<file path="config.mk">
export PLATFORM = sky130hd
export DESIGN_NAME = mlpp_ctrl
export DESIGN_NICKNAME = d
export VERILOG_FILES = /design/src/design/mlpp_pkg.sv /design/src/design/mlpp_ctrl.sv
export SDC_FILE = /design/constraint.sdc
export NUM_CORES = 1
export LEC_CHECK = 0
export BUFFER_PORTS_ARGS = -buffer_cell sky130_fd_sc_hd__buf_2
export CAP_MARGIN = 25
export CORE_ASPECT_RATIO = 1.1
export CORE_UTILIZATION = 36
export DETAILED_ROUTE_END_ITERATION = 6
export GPL_ROUTABILITY_DRIVEN = 0
export PLACE_DENSITY = 0.62
export SYNTH_ARGS = -nofsm -noshare
export SYNTH_HDL_FRONTEND = slang
export SYNTH_SLANG_ARGS = --single-unit
</file>
<file path="constraint.sdc">
create_clock -name clk_i -period 2 [get_ports clk_i]
set_input_delay 0 -clock clk_i [delete_from_list [all_inputs] [get_ports clk_i]]
set_output_delay 0 -clock clk_i [all_outputs]
set_load 0.01 [all_outputs]
</file>
<file path="src/design/mlpp_pkg.sv">
// types and constants of the multilevel process picker
// no dependencies; used by every module of the block
package mlpp_pkg;

  localparam logic [2:0] OP_FRESH   = 3'd0;
  localparam logic [2:0] OP_RATIOS  = 3'd1;
  localparam logic [2:0] OP_SCHED   = 3'd2;
  localparam logic [2:0] OP_RUNDONE = 3'd3;
  localparam logic [2:0] OP_SETRUN  = 3'd4;
  localparam logic [2:0] OP_UPDATE  = 3'd5;

  localparam logic [1:0] Q_RR  = 2'd0;
  localparam logic [1:0] Q_LOT = 2'd1;
  localparam logic [1:0] Q_BJF = 2'd2;

  localparam logic [5:0] DIV_STEPS = 6'd32;
  localparam logic [31:0] AGING_RESET = 32'd10000;

  typedef struct packed {
    logic [2:0]  opcode;
    logic [5:0]  slot;
    logic        runnable;
    logic [1:0]  queue_sel;
    logic [15:0] ticket_count_in;
    logic [15:0] priority_ratio_in;
    logic [15:0] arrival_ratio_in;
    logic [15:0] exec_ratio_in;
    logic [31:0] arrival_stamp;
    logic [31:0] now_ticks;
    logic [31:0] elapsed;
  } req_t;

  typedef struct packed {
    logic       pick_valid;
    logic [5:0] pick_slot;
    logic [1:0] pick_queue;
  } res_t;

  typedef struct packed {
    logic        run;
    logic [1:0]  que;
    logic [15:0] tickets;
    logic [15:0] prio;
    logic [15:0] arr_ratio;
    logic [15:0] exe_ratio;
    logic [31:0] arr_time;
    logic [31:0] exe_tenths;
    logic [31:0] waited;
  } ent_t;

  typedef enum logic [4:0] {
    ST_IDLE, ST_DISP, ST_ONE_RD, ST_ONE_WR, ST_SWP_RD, ST_SWP_WR,
    ST_RR_RD, ST_RR_CHK, ST_LT_RD, ST_LT_CHK, ST_LT_TOT, ST_MOD,
    ST_LS_RD, ST_LS_CHK, ST_BJ_RD, ST_BJ_CHK, ST_BJ_DIV, ST_BJ_MUL,
    ST_BJ_SUM, ST_BJ_CMP, ST_BJ_END, ST_AG_RD, ST_AG_WR, ST_FIN
  } state_e;

  typedef enum logic [2:0] {
    PTR_HOLD, PTR_ZERO, PTR_RR, PTR_SLOT, PTR_INC
  } ptr_e;

  typedef enum logic [2:0] {
    WR_FRESH, WR_RUN, WR_UPD, WR_RATIO, WR_WAIT, WR_AGE
  } wr_e;

  typedef struct packed {
    logic       take;
    ptr_e       ptr;
    logic       cnt_clr;
    logic       cnt_inc;
    logic       rd;
    logic       wr;
    wr_e        wmode;
    logic [1:0] lvl;
    logic       acc_clr;
    logic       acc_add;
    logic       div_go;
    logic       div_mod;
    logic       draw_ld;
    logic       share_ld;
    logic       mul_en;
    logic       rank_ld;
    logic       pick;
    logic       rr_upd;
    logic       found_clr;
    logic       res_ld;
  } cmd_t;

  typedef struct packed {
    logic [2:0] op;
    logic       in_table;
    logic       last;
    logic       cnt_last;
    logic       elig;
    logic       lot_hit;
    logic       tot_zero;
    logic       div_done;
    logic       better;
    logic       found;
  } sts_t;

endpackage

</file>
<file path="src/design/mlpp_ctrl.sv">
// controller state machine of the multilevel process picker
// depends on mlpp_pkg; drives the datapath by command, reads its status
module mlpp_ctrl import mlpp_pkg::*; (
  input  logic clk_i,
  input  logic rst_ni,
  input  logic start_i,
  input  sts_t sts_i,
  output cmd_t cmd_o,
  output logic busy_o
);

  state_e state_q, state_d;

  always_ff @(posedge clk_i or negedge rst_ni) begin
    if (!rst_ni) begin
      state_q <= ST_IDLE;
    end else begin
      state_q <= state_d;
    end
  end

  always_comb begin
    state_d = state_q;
    unique case (state_q)
      ST_IDLE: begin
        if (start_i) state_d = ST_DISP;
      end
      ST_DISP: begin
        unique case (sts_i.op)
          OP_FRESH:              state_d = sts_i.in_table ? ST_ONE_WR : ST_FIN;
          OP_SETRUN, OP_UPDATE:  state_d = sts_i.in_table ? ST_ONE_RD : ST_FIN;
          OP_RATIOS:             state_d = ST_SWP_RD;
          OP_RUNDONE:            state_d = sts_i.in_table ? ST_SWP_RD : ST_FIN;
          OP_SCHED:              state_d = ST_RR_RD;
          default:               state_d = ST_FIN;
        endcase
      end
      ST_ONE_RD: state_d = ST_ONE_WR;
      ST_ONE_WR: state_d = ST_FIN;
      ST_SWP_RD: state_d = ST_SWP_WR;
      ST_SWP_WR: state_d = sts_i.last ? ST_FIN : ST_SWP_RD;
      ST_RR_RD:  state_d = ST_RR_CHK;
      ST_RR_CHK: begin
        if (sts_i.elig)          state_d = ST_AG_RD;
        else if (sts_i.cnt_last) state_d = ST_LT_RD;
        else                     state_d = ST_RR_RD;
      end
      ST_LT_RD:  state_d = ST_LT_CHK;
      ST_LT_CHK: state_d = sts_i.last ? ST_LT_TOT : ST_LT_RD;
      ST_LT_TOT: state_d = sts_i.tot_zero ? ST_BJ_RD : ST_MOD;
      ST_MOD: begin
        if (sts_i.div_done) state_d = ST_LS_RD;
      end
      ST_LS_RD:  state_d = ST_LS_CHK;
      ST_LS_CHK: begin
        if (sts_i.lot_hit)   state_d = ST_AG_RD;
        else if (sts_i.last) state_d = ST_BJ_RD;
        else                 state_d = ST_LS_RD;
      end
      ST_BJ_RD:  state_d = ST_BJ_CHK;
      ST_BJ_CHK: begin
        if (sts_i.elig)      state_d = ST_BJ_DIV;
        else if (sts_i.last) state_d = ST_BJ_END;
        else                 state_d = ST_BJ_RD;
      end
      ST_BJ_DIV: begin
        if (sts_i.div_done) state_d = ST_BJ_MUL;
      end
      ST_BJ_MUL: state_d = ST_BJ_SUM;
      ST_BJ_SUM: state_d = ST_BJ_CMP;
      ST_BJ_CMP: state_d = sts_i.last ? ST_BJ_END : ST_BJ_RD;
      ST_BJ_END: state_d = sts_i.found ? ST_AG_RD : ST_FIN;
      ST_AG_RD:  state_d = ST_AG_WR;
      ST_AG_WR:  state_d = sts_i.last ? ST_FIN : ST_AG_RD;
      ST_FIN:    state_d = ST_IDLE;
      default:   state_d = ST_IDLE;
    endcase
  end

  always_comb begin
    cmd_o = '0;
    busy_o = (state_q != ST_IDLE);
    unique case (state_q)
      ST_IDLE: cmd_o.take = start_i;
      ST_DISP: begin
        cmd_o.found_clr = 1'b1;
        cmd_o.acc_clr = 1'b1;
        unique case (sts_i.op)
          OP_FRESH, OP_SETRUN, OP_UPDATE: cmd_o.ptr = PTR_SLOT;
          OP_RATIOS, OP_RUNDONE:          cmd_o.ptr = PTR_ZERO;
          OP_SCHED: begin
            cmd_o.ptr = PTR_RR;
            cmd_o.cnt_clr = 1'b1;
          end
          default: cmd_o.ptr = PTR_HOLD;
        endcase
      end
      ST_ONE_RD, ST_SWP_RD, ST_RR_RD, ST_LT_RD, ST_LS_RD, ST_BJ_RD, ST_AG_RD: begin
        cmd_o.rd = 1'b1;
      end
      ST_ONE_WR: begin
        cmd_o.wr = 1'b1;
        if (sts_i.op == OP_FRESH)       cmd_o.wmode = WR_FRESH;
        else if (sts_i.op == OP_SETRUN) cmd_o.wmode = WR_RUN;
        else                            cmd_o.wmode = WR_UPD;
      end
      ST_SWP_WR: begin
        cmd_o.wr = 1'b1;
        cmd_o.wmode = (sts_i.op == OP_RATIOS) ? WR_RATIO : WR_WAIT;
        cmd_o.ptr = PTR_INC;
      end
      ST_RR_CHK: begin
        cmd_o.lvl = Q_RR;
        if (sts_i.elig) begin
          cmd_o.pick = 1'b1;
          cmd_o.rr_upd = 1'b1;
          cmd_o.ptr = PTR_ZERO;
        end else if (sts_i.cnt_last) begin
          cmd_o.ptr = PTR_ZERO;
        end else begin
          cmd_o.ptr = PTR_INC;
          cmd_o.cnt_inc = 1'b1;
        end
      end
      ST_LT_CHK: begin
        cmd_o.lvl = Q_LOT;
        cmd_o.acc_add = 1'b1;
        cmd_o.ptr = PTR_INC;
      end
      ST_LT_TOT: begin
        if (!sts_i.tot_zero) begin
          cmd_o.div_go = 1'b1;
          cmd_o.div_mod = 1'b1;
          cmd_o.acc_clr = 1'b1;
        end
      end
      ST_MOD: cmd_o.draw_ld = sts_i.div_done;
      ST_LS_CHK: begin
        cmd_o.lvl = Q_LOT;
        if (sts_i.lot_hit) begin
          cmd_o.pick = 1'b1;
          cmd_o.ptr = PTR_ZERO;
        end else begin
          cmd_o.acc_add = 1'b1;
          cmd_o.ptr = PTR_INC;
        end
      end
      ST_BJ_CHK: begin
        cmd_o.lvl = Q_BJF;
        if (sts_i.elig) cmd_o.div_go = 1'b1;
        else            cmd_o.ptr = PTR_INC;
      end
      ST_BJ_DIV: cmd_o.share_ld = sts_i.div_done;
      ST_BJ_MUL: cmd_o.mul_en = 1'b1;
      ST_BJ_SUM: cmd_o.rank_ld = 1'b1;
      ST_BJ_CMP: begin
        cmd_o.lvl = Q_BJF;
        cmd_o.pick = sts_i.better;
        cmd_o.ptr = PTR_INC;
      end
      ST_BJ_END: cmd_o.ptr = PTR_ZERO;
      ST_AG_WR: begin
        cmd_o.wr = 1'b1;
        cmd_o.wmode = WR_AGE;
        cmd_o.ptr = PTR_INC;
      end
      ST_FIN: cmd_o.res_ld = 1'b1;
      default: cmd_o = '0;
    endcase
  end

endmodule

</file>
-- After elaboration in Yosys (flattened, before gate mapping)
Cells that the tools add are included.
- flip-flop bits (word level): 5
- bits in latches: 0
- bits in writable memories: 0
- memory bits (read-only): 0
- input bits: 15
- logic and storage cells: 98
- memories: 0
- add/subtract/negate cells: 0
- multiply operators: 0
- div/mod/pow operators: 0
- $lt $le $gt $ge: 0
- eq/ne operators: 31
- shift-type cells: 0
- muxes and demuxes: 55
- bitwise logic cells: 0
- reduce and logical (&&, ||, !) cells: 11
- operator list (operator ; number):
    $pmux 5 s23 ; 1
    $mux 5 ; 11
    $eq 5x4->1 const B ; 8
    $eq 5x5->1 const B ; 8
    $pmux 5 s5 ; 1
    $mux 3 ; 7
    $eq 5x3->1 const B ; 4
    $mux 1 ; 19
    $pmux 3 s6 ; 1
    $mux 2 ; 7
    $pmux 4 s3 ; 1
    $eq 5x2->1 const B ; 2
    $reduce_or 2->1 ; 4
    $reduce_or 7->1 ; 1
    $eq 3x2->1 const B ; 2
    $eq 3x3->1 const B ; 2
    $ne 2x2->1 const B ; 3
    $pmux 1 s2 ; 3
    $pmux 2 s3 ; 1
    $eq 5x1->1 const B ; 1
    $logic_not 5->1 ; 1
    $reduce_bool 5->1 ; 1
    $mux 4 ; 1
    $pmux 2 s2 ; 1
    6 further kinds ; 6

-- Depth between registers and ports, before layout
Gate-level depths: netlist (run 1).
- depth in word-level cells: 4
- mapped depth: 7

-- Worst setup path after synthesis (run 1)
OpenSTA, ideal clock, no wires.
- path kind: flip-flop to flip-flop
- start point: reg state_q[0]
- end point: reg state_q[0]
- setup time: 126 ps
- data arrival time: 1300 ps
- required time: 1874 ps
- setup slack: 573 ps
- cell stages (with the launch flop): 7
- period minus slack after synthesis: 1427 ps
- cell sequence: dfrtp_1 buf_4 buf_6 nor3_2 nand2_1 o221ai_1 o21ai_2
- longest elaborated chain between the ends: 3
- RTL lines (what ; line ; text):
    start: declaration ; mlpp_ctrl.sv:12 ; state_e state_q, state_d;
    start signal: assignment ; mlpp_ctrl.sv:18 ; state_q <= state_d;
    $eq 5x4->1 (tied with other cells) ; mlpp_ctrl.sv:24 ; unique case (state_q)
    $ne 2x2->1 (no source line) ; n/a ;
    $reduce_and 3->1 (no source line) ; n/a ;
Parallel ways exist; a longest one is shown, timed or not.
A chain may end at the register's enable or synchronous reset.

==> results of run 1 <==
cell type report:
cell class | instances | area [sq um] | area share
Multi-Input combinational cell | 138 | 903 | 0.629
Clock buffer | 4 | 26.3 | 0.0183
Inverter | 5 | 18.8 | 0.0131
Tap cell | 34 | 42.5 | 0.0296
Sequential cell | 5 | 130 | 0.0906
Timing Repair Buffer | 55 | 315 | 0.220
worst paths after layout:
check	to	slack (ns)	cells past startpoint
min in group clk_i	state_q[3]$_DFFE_PN0P_	0.10	2
min	state_q[1]$_DFFE_PN0P_	0.10	2
max in group asynchronous	state_q[2]$_DFFE_PN0P_	1.74	2
max	cmd_o[9]	0.12	5
max reg2reg	state_q[0]$_DFFE_PN0P_	0.25	6
min reg2reg	state_q[1]$_DFFE_PN0P_	0.85	2
worst max-delay path: stages, from the launching register on:
cell and delay, ns:
sky130_fd_sc_hd__dfrtp_1 0.56, sky130_fd_sc_hd__buf_4 0.22, sky130_fd_sc_hd__nand2b_4 0.08, sky130_fd_sc_hd__or4_1 0.54
sky130_fd_sc_hd__o21ai_1 0.10, sky130_fd_sc_hd__buf_2 0.14
logic make-up after synthesis:
kind of cell | share of synthesized area
flops | 0.106
mux | 0.00851
xor+xnor | 0.0223
compound gates | 0.306
buf+inv | 0.126
simple gates | 0.431
cells in the final DEF, fill, tap and decap left out, types with 2 or more instances in the layout:
cell type	n
sky130_fd_sc_hd__a21oi_1	15
sky130_fd_sc_hd__a21oi_2	2
sky130_fd_sc_hd__a22oi_1	4
sky130_fd_sc_hd__and3_1	5
sky130_fd_sc_hd__and3b_1	3
sky130_fd_sc_hd__buf_2	40
sky130_fd_sc_hd__buf_4	14
sky130_fd_sc_hd__clkbuf_4	3
sky130_fd_sc_hd__dfrtp_2	4
sky130_fd_sc_hd__inv_1	4
sky130_fd_sc_hd__nand2_1	14
sky130_fd_sc_hd__nand2b_1	4
sky130_fd_sc_hd__nand3_1	4
sky130_fd_sc_hd__nand3b_1	4
sky130_fd_sc_hd__nand4_1	3
sky130_fd_sc_hd__nand4b_1	2
sky130_fd_sc_hd__nor2_1	11
sky130_fd_sc_hd__nor2_2	2
sky130_fd_sc_hd__nor2b_1	7
sky130_fd_sc_hd__nor3_1	3
sky130_fd_sc_hd__nor3_2	2
sky130_fd_sc_hd__nor3b_1	2
sky130_fd_sc_hd__o211ai_1	2
sky130_fd_sc_hd__o21ai_0	10
sky130_fd_sc_hd__o21ai_1	7
sky130_fd_sc_hd__o31ai_1	2
sky130_fd_sc_hd__xor2_1	3
per-stage QoR:
stage          hold slack [ns]  worst slack, ns   util  total power [uW]
5_1_grt                  0.106           0.0222  0.467              2450
3_3_place_gp            -0.179            0.254  0.454              2090
4_1_cts                 0.0998           0.0301  0.466              2220
2_1_floorplan           -0.296            0.573      -              1650
6_report                 0.103            0.117  0.467              2260
3_5_place_dp            -0.177            0.222  0.454              2100
Yosys cell counts (all sizes together):
library cell and instances:
a211o 1, a211oi 1, a21bo 1, a21boi 1, a21o 1, a21oi 17
a221o 1, a22oi 4, a2bb2oi 1, a31oi 1, and2 1, and2b 1
and3 6, and3b 3, and4 1, and4b 1, buf 14, clkbuf 2
dfrtp 5, inv 5, mux2i 1, nand2 15, nand2b 5, nand3 4
nand3b 4, nand4 3, nand4b 2, nor2 13, nor2b 7, nor3 5
nor3b 3, nor4 2, nor4b 2, o2111ai 1, o211ai 2, o21ai 18
o221ai 1, o22ai 1, o31ai 2, o32ai 1, or4 1, xor2 3
layer usage:
| metal | track usage | vias up | wire length, microns |
|---|---|---|---|
| met5 | 0 | - | 0 |
| met4 | 0.0662 | 0 | 87 |
| met3 | 0.0124 | 11 | 280 |
| met2 | 0.375 | 78 | 1830 |
| met1 | 0.305 | 646 | 1660 |
| li1 | - | 695 | - |
report_power, final:
group	total (uW)	switching (uW)	leakage, uW	internal [uW]
registers	399	235	0.0000557	165
clock network	118	42.3	0.0000150	75.5
logic	1750	960	0.000615	787
timing repair:
item / CTS / global route
endpoints found under the hold margin: 5 / 0
resized for setup: 0 / 4
hold buffers: 1 / 0
endpoints found under the setup margin: 0 / 10
==> run summary, run 1 <==
• **global-route usage over all layers** 0.220
• **worst setup path class** reg2out
• **Layout Nets** 223
• **post-synthesis to final-layout area growth** 22.1%
• **post-route fraction of the period consumed by the critical path** 0.941
• **half-perimeter wire length after detailed placement** 2.97 mm
• **number of primary I/O pins** 41
• **warnings from Yosys** 0
• **filler cell count** 326
• **Clock Sinks** 5
• **vias per inst** 5.93
• **top cell type's share of synthesized area** 0.106
• **kind of start point of the critical path** flop
• **number of failing setup endpoints in the final timing report** 0
• **GR Overflow Total** 0
• **Cell variety after synth** 57
• **Top Registers** state_q (5)
• **path category of the worst min-delay check** in2async
• **top cells by area, synth** sky130_fd_sc_hd__dfrtp_1 11%, sky130_fd_sc_hd__a21oi_1 6.4%, sky130_fd_sc_hd__buf_6 4.8%
• **number of setup buffers added after CTS** 0
• **Leakage Power** 0.000686 uW
• **Required @ worst endpoint** 2.00 ns
• **count of maximum capacitance violations** 0
• **ratio of cells with drive above 1 in the final layout** 0.377
• **unrepaired setup endpoints after global routing** no
• **Largest Register** state_q
• **worst reg2reg path startpoint** state_q[1]$_DFFE_PN0P_
• **share of synthesized area occupied by flip-flops and latches** 0.106
• **final number of hold-violating endpoints** 0
• **clock latency reported for the late side of the worst-skew pair** 0.24 ns
• **number of antenna violations at the first check in global routing** 0
• **shortest clock period the worst path allows after layout** 1.88 ns
• **status** complete, no violations
• **tightest slew margin relative to the limit** 0.742
• **Peak supply drop** 0.673 mV
• **Largest register FFs** 5
• **FMAX** 531 MHz
• **average instance area after synthesis** 7.17 sq um
• **post-synthesis sequential element count** 5
• **global-route wire length before repair** 5.99 mm
• **power density cells** 1580 nW/um^2
• **total non-filler cell area in the finished layout** 1440 sq um
• **maximum net fanout on the critical path** 10
• **start point of the critical path** state_q[1]$_DFFE_PN0P_
• **max-slew violation count** 0
• **Setup crit end kind** output port
• **htree depth** 1
• **Diodes inserted** 0
• **maximum number of pins on one net before global-route repair** 23
• **endpoint arrival time on the critical path** 1.88 ns
• **overall die height** 61.9 microns
• **placement row count** 21
• **sum of negative setup slack** 0 ns
• **die width** 56.5 microns
• **violation count after the first detailed-route iteration** 95
• **clock tree root buffer cell** sky130_fd_sc_hd__clkbuf_4
• **effective utilization at floorplan** 0.383
• **post-route DRC violation count** 0
• **via count** 1430
• **synthesized netlist net count** 179
• **number of buffers added by the clock tree synthesis step** 3
• **Cells after Synth** 164
• **area leader, netlist** sky130_fd_sc_hd__dfrtp_1
• **Syn Std Cell Area** 1180 sq um
• **total detailed-routing wirelength** 3.86 mm
• **total cell area at the placement stage** 1400 sq um
• **clock-pin slew on the worst setup and hold paths** 0.05 ns
• **clock tree skew after final layout** 0.00649 ns
• **Wirelength per Cell** 16.0 microns
• **first-pass detailed-route iteration total** 4
• **placed cells** 236
• **Post-DRT Antenna Nets** 0
• **clock tree from TritonCTS** yes
• **die area** 3500 sq um
• **number of buffers on the longest clock path** 2
• **via count of the first global-routing pass** 1188
• **core outline area** 3070 sq um
• **Buffers on Ports** 40
• **non-filler cells in the finished layout** 241
• **Slew @ Worst Pin** 0.388 ns
Note: power is estimated with default switching activity, not from simulation.
==> inputs of run 2 (changes only) <==
HOLD_SLACK_MARGIN = 0.08   (was default)
clock period = 1.9 ns   (was 2 ns; I/O delays follow)
==> run 2 against run 1 <==
Net effect: first-iteration DRC count fell by 11%; clock skew fell by 0.0047 ns; power rose by 7.9%; critical path depth rose by 2; non-clock buffer count rose by 5; wire length fell by 4.9%; clock power barely moved; hold slack improved by 0.020 ns; count of clock-buffer cells in the layout did not move; sequential power fell by 28%; sequential share of layout area fell by 0.49 points; cell count rose by 2.1%; critical endpoint is now cmd_o[21].
==> run summary, run 2 (same netlist as run 1, synthesis figures left out) <==
• **GR Overflow Total** 0, unchanged
• **count of maximum capacitance violations** 0, unchanged
• **number of buffers on the longest clock path** 2, unchanged
• **Required @ worst endpoint** 1.90 ns, -0.10 ns
• **number of buffers added by the clock tree synthesis step** 3, unchanged
• **sum of negative setup slack** 0 ns, unchanged
• **die area** 3500 sq um, unchanged
• **placed cells** 240, +1.7%
• **filler cell count** 332, +1.8%
• **vias per inst** 5.83, -1.8%
• **Clock Sinks** 5, unchanged
• **Gate power share** 0.834, +0.062
• **via count of the first global-routing pass** 1227, +3.3%
• **via count** 1433, +0.21%
• **unrepaired setup endpoints after global routing** no
• **internal power of the cells** 1160 uW, +13%
• **first-pass detailed-route iteration total** 4, unchanged
• **Slew @ Worst Pin** 0.370 ns, -0.0180 ns
• **htree depth** 1, unchanged
• **Largest register FFs** 5, unchanged
• **global-route usage over all layers** 0.215, -0.00498
• **total detailed-routing wirelength** 3.67 mm, -4.9%
• **clock-pin slew on the worst setup and hold paths** 0.04 ns, about the same
• **power density cells** 1640 nW/um^2, +4.1%
• **critical path's slowest cell** sky130_fd_sc_hd__dfrtp_2
• **Setup crit end kind** output port
• **part of the power in the clock network** 0.048, -0.004
• **Wirelength per Cell** 14.9 microns, -6.8%
• **shortest clock period the worst path allows after layout** 1.77 ns
• **number of primary I/O pins** 41, unchanged
• **status** complete, no violations
• **placement row count** 21, unchanged
• **start point of the critical path** state_q[4]$_DFFE_PN0P_
• **Peak supply drop** 0.952 mV, +41%
• **violation count after the first detailed-route iteration** 85, -11%
• **most frequent cells in the layout** 40 x sky130_fd_sc_hd__buf_2, 17 x sky130_fd_sc_hd__buf_4, 15 x sky130_fd_sc_hd__a21oi_1, 13 x sky130_fd_sc_hd__nand2_1, 11 x sky130_fd_sc_hd__nor2_1
• **post-route DRC violation count** 0, unchanged
• **Post-DRT Antenna Nets** 0, unchanged
• **Layout Nets** 228, +2.2%
• **overall die height** 61.9 microns, unchanged
• **ratio of cells with drive above 1 in the final layout** 0.382, +0.00526
• **Diodes inserted** 0, unchanged
• **global-route wire length before repair** 5.89 mm, -1.7%
• **core outline area** 3070 sq um, unchanged
• **Largest Register** state_q
• **kind of start point of the critical path** flop
• **switching power total** 1280 uW, +3.7%
• **max-slew violation count** 0, unchanged
• **clock tree from TritonCTS** yes
• **maximum number of pins on one net before global-route repair** 16, -30%
• **most common cell after layout, fill and taps aside** sky130_fd_sc_hd__buf_2
• **tightest slew margin relative to the limit** 0.754, +0.0120
• **worst path cell trace** buf_4, and4b_1, a21oi_1, nor3b_1, nor2_1, o21ai_1, buf_2
• **Slowest Stage Delay on Critical Path** 0.48 ns, -0.08 ns
• **path category of the worst min-delay check** in2async
• **clock latency reported for the late side of the worst-skew pair** 0.24 ns, about the same
• **Buffers on Ports** 40, unchanged
• **post-route fraction of the period consumed by the critical path** 0.932
• **final number of hold-violating endpoints** 0, unchanged
• **number of failing setup endpoints in the final timing report** 0, unchanged
• **half-perimeter wire length after detailed placement** 2.83 mm, -4.6%
• **clock tree skew after final layout** 0.00181 ns, -0.00468 ns
• **worst setup path class** reg2out
• **Seq pwr share** 0.117, -0.059
• **Worst path top cell family by delay** simple AND/OR/NAND/NOR gates
• **post-synthesis to final-layout area growth** 26.6%
• **die width** 56.5 microns, unchanged
• **Bufs and invs on worst path** 2, unchanged
• **clock tree root buffer cell** sky130_fd_sc_hd__clkbuf_4
• **maximum net fanout on the critical path** 15, +5
• **Top Registers** state_q (5)
• **effective utilization at floorplan** 0.383, unchanged
• **Leakage Power** 0.000716 uW, +4.4%
• **endpoint arrival time on the critical path** 1.77 ns, -0.11 ns
• **FMAX** 564 MHz
• **non-filler cells in the finished layout** 246, +2.1%
• **worst reg2reg path startpoint** state_q[0]$_DFFE_PN0P_
• **Sw Ratio** 0.525, -0.0210
• **number of antenna violations at the first check in global routing** 0, unchanged
run 2: cell types whose count changed in the layout (fill, tap and decap cells not counted), sizes merged:
| cell | previous run | this run |
|---|---|---|
| buf | 54 | 58 |
| dlygate4sd3 | 1 | 2 |
run 2: worst register-to-register path, stage by stage (launching register included):
cell                      delay [ns]
sky130_fd_sc_hd__dfrtp_1        0.43
sky130_fd_sc_hd__buf_12         0.17
sky130_fd_sc_hd__and3b_1        0.22
sky130_fd_sc_hd__and3_4         0.19
sky130_fd_sc_hd__a31oi_4        0.19
sky130_fd_sc_hd__nor4b_4        0.25
sky130_fd_sc_hd__o21ai_2        0.07
run 2: power groups by stage:
stage / sequential [uW] / combinational, uW / clock [uW]
2_1_floorplan: 209 / 1520 / 0
3_3_place_gp: 284 / 2000 / 0
3_5_place_dp: 279 / 2000 / 0
4_1_cts: 280 / 2020 / 121
5_1_grt: 298 / 2230 / 133
6_report: 286 / 2040 / 118
run 2: per-stage QoR:
stage	hold slack (ns)	total power (uW)	setup WS (ns)	utilization	cell area, sq um
floorplan	-0.296	1730	0.473	-	1180
global placement	-0.181	2290	0.310	0.468	1440
detailed placement	-0.181	2280	0.275	0.468	1440
CTS	0.103	2420	0.0694	0.483	1480
global route	0.126	2660	0.0296	0.484	1490
finish	0.123	2440	0.128	0.484	1490
run 2: path summary, 6_finish.rpt:
check / to / slack (ns) / cells past startpoint
max: cmd_o[21] / 0.13 / 7
max reg2reg: state_q[0]$_DFFE_PN0P_ / 0.26 / 6
min reg2reg: state_q[3]$_DFFE_PN0P_ / 0.82 / 3
min in group clk_i: state_q[4]$_DFFE_PN0P_ / 0.12 / 3
max in group asynchronous: state_q[3]$_DFFE_PN0P_ / 1.64 / 2
min: state_q[1]$_DFFE_PN0P_ / 0.12 / 2
run 2: what timing repair did:
| item | in CTS | in global routing |
|---|---|---|
| resized for setup | 0 | 3 |
| setup endpoints to repair | 0 | 2 |
| buffers inserted | 0 | 0 |
| hold buffers | 2 | 0 |
| endpoints found under the hold margin | 6 | 0 |
run 2: metal layers:
| layer | track usage | vias up | wire (microns) |
|---|---|---|---|
| met5 | 0 | - | 0 |
| met4 | 0.0523 | 0 | 24 |
| met3 | 0.0186 | 2 | 249 |
| met2 | 0.378 | 65 | 1780 |
| met1 | 0.290 | 665 | 1620 |
| li1 | - | 701 | - |
run 2: area by class of cell:
| cell class | count | area, sq um | share of cell area |
|---|---|---|---|
| clock buffers | 4 | 26.3 | 0.0176 |
| inverters | 5 | 18.8 | 0.0126 |
| multi-input cells | 138 | 906 | 0.608 |
| flip-flops and latches | 5 | 128 | 0.0857 |
| well taps | 34 | 42.5 | 0.0286 |
| repair buffers | 60 | 368 | 0.247 |
==> inputs of run 3 (changes only) <==
CTS_BUF_LIST = sky130_fd_sc_hd__clkbuf_2   (was default)
==> run 3 against run 2 <==
Net effect: clock power decreased by 19%; critical path depth unchanged; sequential share of layout area up 0.11 points; wire length is 0.38% lower; fmax grew 0.67%; via count up 0.35%; design area down 1.3%.
==> run summary, run 3 (same netlist as run 1, synthesis figures left out) <==
• **kind of start point of the critical path** flop
• **shortest clock period the worst path allows after layout** 1.76 ns, -0.0118 ns
• **maximum net fanout on the critical path** 13, -2
• **die area** 3500 sq um, unchanged
• **Worst Reg-to-Reg Cells** 6, unchanged
• **global-route wire length before repair** 5.80 mm, -1.4%
• **Peak supply drop** 0.969 mV, +1.8%
• **overall die height** 61.9 microns, unchanged
• **Largest register FFs** 5, unchanged
• **post-synthesis to final-layout area growth** 25.0%
• **Wirelength per Cell** 14.9 microns, about the same
• **clock tree from TritonCTS** yes
• **Buffers on Ports** 40, unchanged
• **half-perimeter wire length after detailed placement** 2.83 mm, unchanged
• **total detailed-routing wirelength** 3.65 mm, -0.38%
• **clock-pin slew on the worst setup and hold paths** 0.05 ns, about the same
• **Leakage Power** 0.000713 uW, -0.46%
• **Post-DRT Antenna Nets** 0, unchanged
• **start point of the critical path** state_q[2]$_DFFE_PN0P_
• **worst path cell trace** buf_4, nor3b_2, nand2_1, a21oi_1, nor2_1, o21ai_1, buf_2
• **count of maximum capacitance violations** 0, unchanged
• **Min Hold Slack** 0.106 ns, -0.0167 ns
• **vias per inst** 5.87, +0.76%
• **status** complete, no violations
• **placement row count** 21, unchanged
• **Worst R2R Setup Slack** 0.26 ns, about the same
• **post-route fraction of the period consumed by the critical path** 0.926, -0.00621
• **post-route DRC violation count** 0, unchanged
• **Layout Nets** 227, -0.44%
• **worst reg2reg path startpoint** state_q[0]$_DFFE_PN0P_
• **htree depth** 1, unchanged
• **worst reg2reg endpoint** state_q[0]$_DFFE_PN0P_
• **most frequent cells in the layout** 40 x sky130_fd_sc_hd__buf_2, 17 x sky130_fd_sc_hd__buf_4, 15 x sky130_fd_sc_hd__a21oi_1, 14 x sky130_fd_sc_hd__nand2_1, 11 x sky130_fd_sc_hd__nor2_1
• **violation count after the first detailed-route iteration** 75, -12%
• **clock latency reported for the late side of the worst-skew pair** 0.21 ns, -0.03 ns
• **clock tree root buffer cell** sky130_fd_sc_hd__clkbuf_2
• **maximum number of pins on one net before global-route repair** 16, unchanged
• **number of buffers added by the clock tree synthesis step** 3, unchanged
• **via count** 1438, +0.35%
• **worst setup path class** reg2out
• **Required @ worst endpoint** 1.90 ns, about the same
• **GR Overflow Total** 0, unchanged
• **die width** 56.5 microns, unchanged
• **path category of the worst min-delay check** in2reg
• **max-slew violation count** 0, unchanged
• **final number of hold-violating endpoints** 0, unchanged
• **number of antenna violations at the first check in global routing** 0, unchanged
• **tightest slew margin relative to the limit** 0.743, -0.0107
• **ratio of cells with drive above 1 in the final layout** 0.384, +0.00181
• **core outline area** 3070 sq um, unchanged
• **clock tree skew after final layout** 0.00399 ns, +0.00218 ns
• **first-pass detailed-route iteration total** 5, +1
• **global-route usage over all layers** 0.211, -0.00422
• **Diodes inserted** 0, unchanged
• **FMAX** 568 MHz, +0.67%
• **Setup crit end kind** output port
• **sum of negative setup slack** 0 ns, unchanged
• **Setup WS post-layout** 0.140 ns, +0.0118 ns
• **post-route total power** 2410 uW, -1.1%
• **Top Registers** state_q (5)
• **power density cells** 1640 nW/um^2, +0.15%
• **via count of the first global-routing pass** 1208, -1.5%
• **number of setup buffers added after CTS** 0, unchanged
• **most common cell after layout, fill and taps aside** sky130_fd_sc_hd__buf_2
• **Slew @ Worst Pin** 0.386 ns, +0.0161 ns
• **number of primary I/O pins** 41, unchanged
• **Setup WS pre-CTS** 0.275 ns, unchanged
• **number of failing setup endpoints in the final timing report** 0, unchanged
• **number of buffers on the longest clock path** 2, unchanged
• **Clock Sinks** 5, unchanged
• **Slowest Stage Delay on Critical Path** 0.46 ns, -0.02 ns
• **endpoint arrival time on the critical path** 1.76 ns, about the same
• **crit path to** cmd_o[21]
• **Largest Register** state_q
• **Cells on Worst Hold Path** 2
• **effective utilization at floorplan** 0.383, unchanged
• **unrepaired setup endpoints after global routing** no
• **critical path's slowest cell** sky130_fd_sc_hd__dfrtp_1
## run 3: cell count changes in the layout (fill, tap and decap cells not counted)
| cell | delta |
|---|---|
| sky130_fd_sc_hd__clkbuf_4 | -3 |
| sky130_fd_sc_hd__nand2_2 | -1 |
| sky130_fd_sc_hd__dlygate4sd3_1 | -1 |
| sky130_fd_sc_hd__clkbuf_1 | -1 |
| sky130_fd_sc_hd__clkbuf_2 | +4 |
| sky130_fd_sc_hd__nand2_1 | +1 |
## run 3: worst min-delay path by stage
stage                  start                endpoint  slack [ns]
floorplan             rst_ni  state_q[0]$_DFFE_PN0P_       -0.30
global placement      rst_ni  state_q[2]$_DFFE_PN0P_       -0.18
detailed placement    rst_ni  state_q[0]$_DFFE_PN0P_       -0.18
CTS                 sts_i[7]  state_q[3]$_DFFE_PN0P_        0.10
global route        sts_i[7]  state_q[3]$_DFFE_PN0P_        0.08
finish              sts_i[7]  state_q[3]$_DFFE_PN0P_        0.11
## run 3: final cells by class
class                   count  area (sq um)
flip-flops and latches      5           128
well taps                  34          42.5
multi-input cells         138           903
fillers                   331          1600
clock buffers               4          20.0
inverters                   5          18.8
repair buffers             59           358
## run 3: power breakdown
group          internal [uW]  switching, uW
Sequential               171            115
Combinational            905           1130
Clock                   55.7           40.2
Total                   1130           1280
## run 3: metrics by stage
| stage | util | instances | instance area (sq um) |
|---|---|---|---|
| final | 0.478 | 245 | 1470 |
| after floorplan | - | 164 | 1180 |
| after global placement | 0.468 | 240 | 1440 |
| after global routing | 0.478 | 245 | 1470 |
| after CTS | 0.477 | 245 | 1470 |
| after detailed placement | 0.468 | 240 | 1440 |
## run 3: critical path: cells and delay by family, from the launching register on
family | cells | cell delay [ns]
AND/OR/NAND/NOR | 3 | 0.47
flip-flops | 1 | 0.46
buffers and inverters | 2 | 0.35
AO/OA/AOI/OAI | 2 | 0.27
## run 3: layer usage
layer / vias up / GRT usage / wire length [microns]
li1: 699 / - / -
met1: 666 / 0.291 / 1620
met2: 69 / 0.361 / 1730
met3: 4 / 0.0186 / 274
met4: 0 / 0.0523 / 29
met5: - / 0 / 0
## run 3: timing repair
action / CTS / global route
endpoints found under the setup margin: 0 / 1
hold buffers: 1 / 0
hold endpoints to repair: 5 / 0
gates resized for setup: 0 / 2
